$ cat src/rtl/rts_pkg.sv
// rts_pkg: shared types and constants for the rectilinear trilinear sampler
// used by rts_ctrl, rts_dp and rectilinear_trilinear_sampler_unit
package rts_pkg;

   localparam int POS_W   = 24;
   localparam int DIM_W   = 11;
   localparam int GRID_W  = 10;
   localparam int WGT_W   = 17;
   localparam int SLICE_W = 2 * DIM_W;
   localparam int ADDR_W  = 34;
   localparam int ENTRY_W = GRID_W + WGT_W;
   localparam int CSR_W   = 16;

   localparam logic [WGT_W-1:0] ONE_Q16 = 17'h10000;

   localparam logic [1:0] FUNC_VOXEL  = 2'd0;
   localparam logic [1:0] FUNC_TABLE  = 2'd1;
   localparam logic [1:0] FUNC_SAMPLE = 2'd2;
   localparam logic [1:0] FUNC_RSVD   = 2'd3;

   localparam logic [1:0] CSR_GRID_DIM_X = 2'd0;
   localparam logic [1:0] CSR_GRID_DIM_Y = 2'd1;
   localparam logic [1:0] CSR_ZERO_VALUE = 2'd2;

   typedef struct packed {
      logic [1:0]               func;
      logic [14:0]              voxel_addr;
      logic signed [15:0]       voxel_value;
      logic [1:0]               table_axis;
      logic [10:0]              table_index;
      logic [GRID_W-1:0]        table_grid_index;
      logic [WGT_W-1:0]         table_weight;
      logic signed [POS_W-1:0]  pos_x;
      logic signed [POS_W-1:0]  pos_y;
      logic signed [POS_W-1:0]  pos_z;
   } req_type;

   typedef struct packed {
      logic signed [15:0] sample_value;
      logic               out_of_range;
   } rsp_type;

   typedef enum logic [2:0] {
      ST_IDLE,
      ST_TABLE,
      ST_BASE1,
      ST_BASE2,
      ST_READ,
      ST_MAC,
      ST_DRAIN,
      ST_DONE
   } state_type;

   typedef struct packed {
      logic       accept;
      logic       load;
      logic       rd_en;
      logic [2:0] rd_idx;
      logic       mac_en;
      logic [3:0] mac_step;
      logic       out_load;
   } cmd_type;

   typedef struct packed {
      logic oor;
      logic out_free;
   } status_type;

endpackage

$ cat src/rtl/rts_ctrl.sv
// rts_ctrl: sequencer for table lookup, voxel reads and multiply-accumulate steps
// depends on rts_pkg
module rts_ctrl (
   input  logic                clock,
   input  logic                reset,
   input  logic                req_valid,
   input  logic [1:0]          req_func,
   output logic                req_stall,
   input  rts_pkg::status_type status,
   output rts_pkg::cmd_type    cmd
);

   rts_pkg::state_type state_ff, state_in;
   logic [3:0]         cnt_ff, cnt_in;

   always_ff @(posedge clock) begin
      if (reset) begin
         state_ff <= rts_pkg::ST_IDLE;
         cnt_ff   <= '0;
      end else begin
         state_ff <= state_in;
         cnt_ff   <= cnt_in;
      end
   end

   always_comb begin
      state_in = state_ff;
      cnt_in   = cnt_ff;
      cmd      = '0;
      req_stall = 1'b1;
      case (state_ff)
         rts_pkg::ST_IDLE: begin
            req_stall  = 1'b0;
            cmd.accept = req_valid;
            if (req_valid && req_func == rts_pkg::FUNC_SAMPLE) begin
               cmd.load = 1'b1;
               state_in = status.oor ? rts_pkg::ST_DONE : rts_pkg::ST_TABLE;
            end
         end
         rts_pkg::ST_TABLE: state_in = rts_pkg::ST_BASE1;
         rts_pkg::ST_BASE1: state_in = rts_pkg::ST_BASE2;
         rts_pkg::ST_BASE2: begin
            state_in = rts_pkg::ST_READ;
            cnt_in   = '0;
         end
         rts_pkg::ST_READ: begin
            cmd.rd_en  = 1'b1;
            cmd.rd_idx = cnt_ff[2:0];
            cnt_in     = cnt_ff + 4'd1;
            if (cnt_ff[2:0] == 3'd7) begin
               state_in = rts_pkg::ST_MAC;
               cnt_in   = '0;
            end
         end
         rts_pkg::ST_MAC: begin
            cmd.mac_en   = 1'b1;
            cmd.mac_step = cnt_ff;
            cnt_in       = cnt_ff + 4'd1;
            if (cnt_ff == 4'd15) state_in = rts_pkg::ST_DRAIN;
         end
         rts_pkg::ST_DRAIN: state_in = rts_pkg::ST_DONE;
         rts_pkg::ST_DONE: begin
            if (status.out_free) begin
               cmd.out_load = 1'b1;
               state_in     = rts_pkg::ST_IDLE;
            end
         end
         default: state_in = rts_pkg::ST_IDLE;
      endcase
   end

   a_inrange_goes_table: assert property (@(posedge clock) disable iff (reset)
      (cmd.load && !status.oor) |=> state_ff == rts_pkg::ST_TABLE)
      else $error("in-range sample did not start table lookup");
   a_read_to_mac: assert property (@(posedge clock) disable iff (reset)
      (state_ff == rts_pkg::ST_READ && cnt_ff[2:0] == 3'd7) |=> state_ff == rts_pkg::ST_MAC)
      else $error("voxel reads did not hand over to accumulate");
   a_load_when_free: assert property (@(posedge clock) disable iff (reset)
      cmd.out_load |-> status.out_free)
      else $error("result loaded over a waiting transaction");
   a_no_mac_idle: assert property (@(posedge clock) disable iff (reset)
      (state_ff == rts_pkg::ST_IDLE) |-> !(cmd.mac_en || cmd.rd_en))
      else $error("datapath work issued while idle");

endmodule

$ cat config.mk
export PLATFORM = sky130hd
export DESIGN_NAME = rts_ctrl
export DESIGN_NICKNAME = d
export VERILOG_FILES = /design/src/rtl/rts_pkg.sv /design/src/rtl/rts_ctrl.sv
export SDC_FILE = /design/constraint.sdc
export NUM_CORES = 1
export LEC_CHECK = 0
export BUFFER_PORTS_ARGS = -buffer_cell sky130_fd_sc_hd__buf_2
export CORE_AREA = 2 2 39 41
export DETAILED_ROUTE_END_ITERATION = 10
export DIE_AREA = 0 0 41 43
export GPL_TIMING_DRIVEN = 0
export PLACE_DENSITY = 0.74
export SYNTH_ARGS = -nofsm -noshare
export SYNTH_HDL_FRONTEND = slang
export SYNTH_SLANG_ARGS = --single-unit
$ cat constraint.sdc
create_clock -name clock -period 2.9 [get_ports clock]
set_clock_uncertainty 0.2 [all_clocks]
set_input_delay 0.29 -clock clock [delete_from_list [all_inputs] [get_ports clock]]
set_output_delay 0.29 -clock clock [all_outputs]
set_load 0.02 [all_outputs]
Word-level counts from Yosys, hierarchy flattened
Cells that the tools add are included.

Muxes and demuxes: 15. Equality and inequality tests: 14. Reduce and logical (&&, ||, !) cells: 4. Add/sub/neg operators: 1.

Operator list (number): one-hot mux 3 bit (8 select lines) (1); equality test 3 bit, second input constant (5); 2-to-1 mux 3 bit (5); one-hot mux 4 bit (3 select lines) (1); 2-to-1 mux 4 bit (2); inequality test 2 bit, second input constant (4); equality test 3 x 2 -> 1 bit, second input constant (2); 2-to-1 mux 5 bit (1); adder 4 x 1 -> 4 bit, second input constant (1); equality test 4 bit, second input constant (1); 2-to-1 mux 1 bit (4); AND reduction 4 bit (1); equality test 3 x 1 -> 1 bit, second input constant (1); logical NOT 3 bit (1); nonzero test 3 bit (1); equality test 2 bit, second input constant (1); 2-to-1 mux 2 bit (1); logical AND 1 bit (1).

Input bits: 7. Bits in registers: 7. Output and inout bits: 13.

Longest topological paths before layout
Word-level depth: 4. Gate-level depth with buffers: 5. Depth with buffers taken out: 5.

Least setup slack after synthesis
No wires, ideal clock.

Kind: reg-to-output. Start: reg state_ff[0]. End: out cmd[10] in the netlist's numbering. Path slack: 1203 ps. Data arrival time: 1207 ps. Stages on the path, launching flop included: 4. Cells stage by stage: dfxtp_1 > buf_4 > or3_4 > nor3_2.

RTL lines: start, declared (line rts_ctrl.sv:13) `rts_pkg::state_type state_ff, state_in;`; start signal, assigned (line rts_ctrl.sv:18) `state_ff <= rts_pkg::ST_IDLE;`; start signal, assigned (line rts_ctrl.sv:21) `state_ff <= state_in;`; end, declared (line rts_ctrl.sv:10) `output rts_pkg::cmd_type cmd`.

==> reports/summary.txt <==
==============================================================================
Area growth from synthesis to layout                                    22.74%
Number of max-slew violations in the final report                            0
Detailed placement HPWL                                                1094 um
Count of port buffers added during placement                                19
CTS clock-pin slew for the worst setup and hold paths                    60 ps
Peak per-stage delay on the critical path                               400 ps
Ant diodes                                                                   0
Layout cells sized above 1                                              0.4066
Synthesized-area fraction occupied by adder cells                      0.04024
Synth Net Count                                                             77
Post-route worst hold slack                                           121.5 ps
Initial core utilization                                                0.4494
Share of the cycle needed by the critical path after routing            0.6720
PwrDens                                                           391.9 nW/um2
Upper clock frequency limit                                         0.5132 GHz
Async S/R FF share, synth                                                    0
Dominant cells by area after synthesis                            sky130_fd_sc_hd__dfxtp_1 (23%), sky130_fd_sc_hd__and2_1 (5.0%), sky130_fd_sc_hd__a2111oi_4 (4.4%), sky130_fd_sc_hd__and3_1 (4.0%), sky130_fd_sc_hd__ha_1 (4.0%)
Pin count of the biggest net entering global routing                        11
Post-synthesis sequential element count                                      7
Setup TNS                                                                 0 ps
Xor/xnor cell area share of the yosys netlist                                0
Via count                                                                  628
Max stage delay cell, worst path                                  sky130_fd_sc_hd__or3_4
Leakage power                                                        0.3844 nW
CTS tree                                                                 built
Count of maximum capacitance violations                                      0
Initial DRT Pass Iterations                                                  4
First-pass GRT wire length                                             2394 um
CP startpoint kind                                                    register
Antenna violations before repair                                             0
Synth Area per Inst                                                  9.145 um2
Number of DRC markers in iteration 0                                        13
Yosys synthesis warning count                                                0
Root buffer cell                                                  sky130_fd_sc_hd__clkbuf_4
Post-layout min period                                                 1949 ps
Syn Inst Count                                                              68
Share of cell area taken by muxes after synthesis                            0
WS Path Type                                                        reg -> out
Summed instance area of the synthesized netlist                      621.8 um2
Arrival time of data at the critical path endpoint                     1460 ps
Post-detailed-route wirelength per cell                               13.91 um
Least setup slack across all paths after layout                       951.3 ps
Dominant combinational cell family by area after synthesis        simple AND/OR/NAND/NOR gates
Final std cells w/o fill                                                   107
Number of placement rows                                                    14
Post-CTS Setup Repair Bufs                                                   0
Final Hold Vio Count                                                         0
Cell family with the largest share of critical-path delay         simple AND/OR/NAND/NOR gates
RSZ-0062 raised after global routing                                        no
Most instantiated library cell after synthesis                    sky130_fd_sc_hd__dfxtp_1
Commonest cells post-synth                                        sky130_fd_sc_hd__dfxtp_1 (7), sky130_fd_sc_hd__and2_1 (5), sky130_fd_sc_hd__a21oi_1 (4), sky130_fd_sc_hd__and3_1 (4), sky130_fd_sc_hd__nor2_1 (4)
Synth unique cells                                                          37
Full die area                                                         1763 um2
EDFF count, synth                                                            0
GR Overflow Total                                                            0
Worst VDD drop                                                     0.0002147 V
Number of failing setup endpoints in the final timing report                 0
Crit end category                                                   output pin
Worst path required time                                               2410 ps
Proportion of netlist area held by the largest area contributor         0.2254
Width of the die                                                         41 um
Via count of the first global-routing pass                                 515
Latest clock arrival within the worst-skew pair                         260 ps
Worst-case clock buffer depth                                                2
Clk sinks                                                                    7
Ordered cell list for the critical path                           buf_6, or3_4, nor3_2, buf_2
DIE HEIGHT                                                               43 um
Count of cells resized by post-cts repair                                    0
Leading area contributor after synthesis                          sky130_fd_sc_hd__dfxtp_1
Area inside the core boundary                                         1384 um2
Max H-tree Level                                                             1
Tightest Pin Transition                                               304.6 ps
Slew margin rel.                                                        0.7969
Count of antenna-violating nets left after detailed routing                  0
Total routed wirelength                                                1488 um
Via-to-Cell Ratio                                                        5.869
Sequential-to-total area share from yosys stat                          0.2254
Ports                                                                       20
Ys flop type                                                      sky130_fd_sc_hd__dfxtp_1
Result of the run                                                 finished clean
Placement-stage worst setup slack                                      1206 ps
Critical path fanouts, max                                                  10
GR Util All Layers                                                      0.2036
Buf/Inv on CP                                                                2
CTS Hold Bufs                                                                0
Complex-gate fraction of the synthesized area                           0.2354
Clock buffer count from CTS                                                  3
Class of the worst hold path                                         in -> reg
Simple-Gate Fraction of Synth Area                                      0.4266
Placed Cells                                                               103
Count of unresolved DRC violations after routing                             0
Routability Congestion                                                  0.8006
Final #Nets                                                                101
==============================================================================
==> worst paths after layout <==
| kind | from | end | slack [ps] | cells past startpoint |
|---|---|---|---|---|
| hold reg to reg | cnt_ff[1]$_SDFFE_PP0P_ | cnt_ff[1]$_SDFFE_PP0P_ | 330 | 2 |
| hold / removal | reset | cnt_ff[1]$_SDFFE_PP0P_ | 120 | 2 |
| setup reg to reg | cnt_ff[0]$_SDFFE_PP0P_ | state_ff[2]$_SDFFE_PP0P_ | 1190 | 4 |
| setup / recovery | state_ff[2]$_SDFFE_PP0P_ | cmd[10] | 950 | 4 |
==> logic make-up (layout without fill, tap and decap cells) <==
| family | after synthesis | in the layout |
|---|---|---|
| compound gates | 16 | 16 |
| fa+ha+maj | 2 | 2 |
| buf+inv | 6 | 29 |
| flops | 7 | 7 |
| simple gates | 37 | 37 |
==> cells in the final DEF, fill, tap and decap left out, drive strengths merged, types with 2 or more instances in the layout <==
cell type	instances
nand2b	2
o211ai	2
a31oi	2
and2	5
nor3	2
ha	2
inv	2
a2111oi	2
buf	23
nand3	2
nand2	4
clkbuf	4
dfxtp	7
and3	4
nor2	5
nand3b	3
a21oi	4
==> layout make-up <==
cell class	instances	area, um2
Buffer	4	37.54
Clock buffer	4	26.28
Fill cell	133	620.6
Inverter	2	7.507
Multi-Input combinational cell	55	436.7
Sequential cell	7	140.1
Tap cell	16	20.02
Timing Repair Buffer	19	95.09
==> where the power goes <==
group,total (W),leakage [nW],internal [W],switching (W)
sequential,0.000110,0.0569,0.000103,0.00000746
clock,0.0000939,0.0150,0.0000528,0.0000410
combinational,0.0000952,0.312,0.0000422,0.0000530
==> through the flow <==
stage               area (um2)   power, W    util
floorplan                621.8  0.0001813       -
global placement         737.0  0.0002044  0.5326
detailed placement       737.0  0.0002069  0.5326
CTS                      763.2  0.0002999  0.5515
global route             763.2  0.0003159  0.5515
finish                   763.2  0.0002991  0.5515
==> sequential cells by signal (all words and copies together) (netlist names) <==
| register | cells |
|---|---|
| cnt_ff | 4 |
| state_ff | 3 |
==> layer usage <==
layer	track usage	wire length [um]	vias up
li1	-	-	307
met1	0.2788	679	300
met2	0.2688	704	16
met3	0.06283	61	5
met4	0.1200	43	0
met5	0	0	-
No activity file was read; power rests on OpenSTA's default activity.
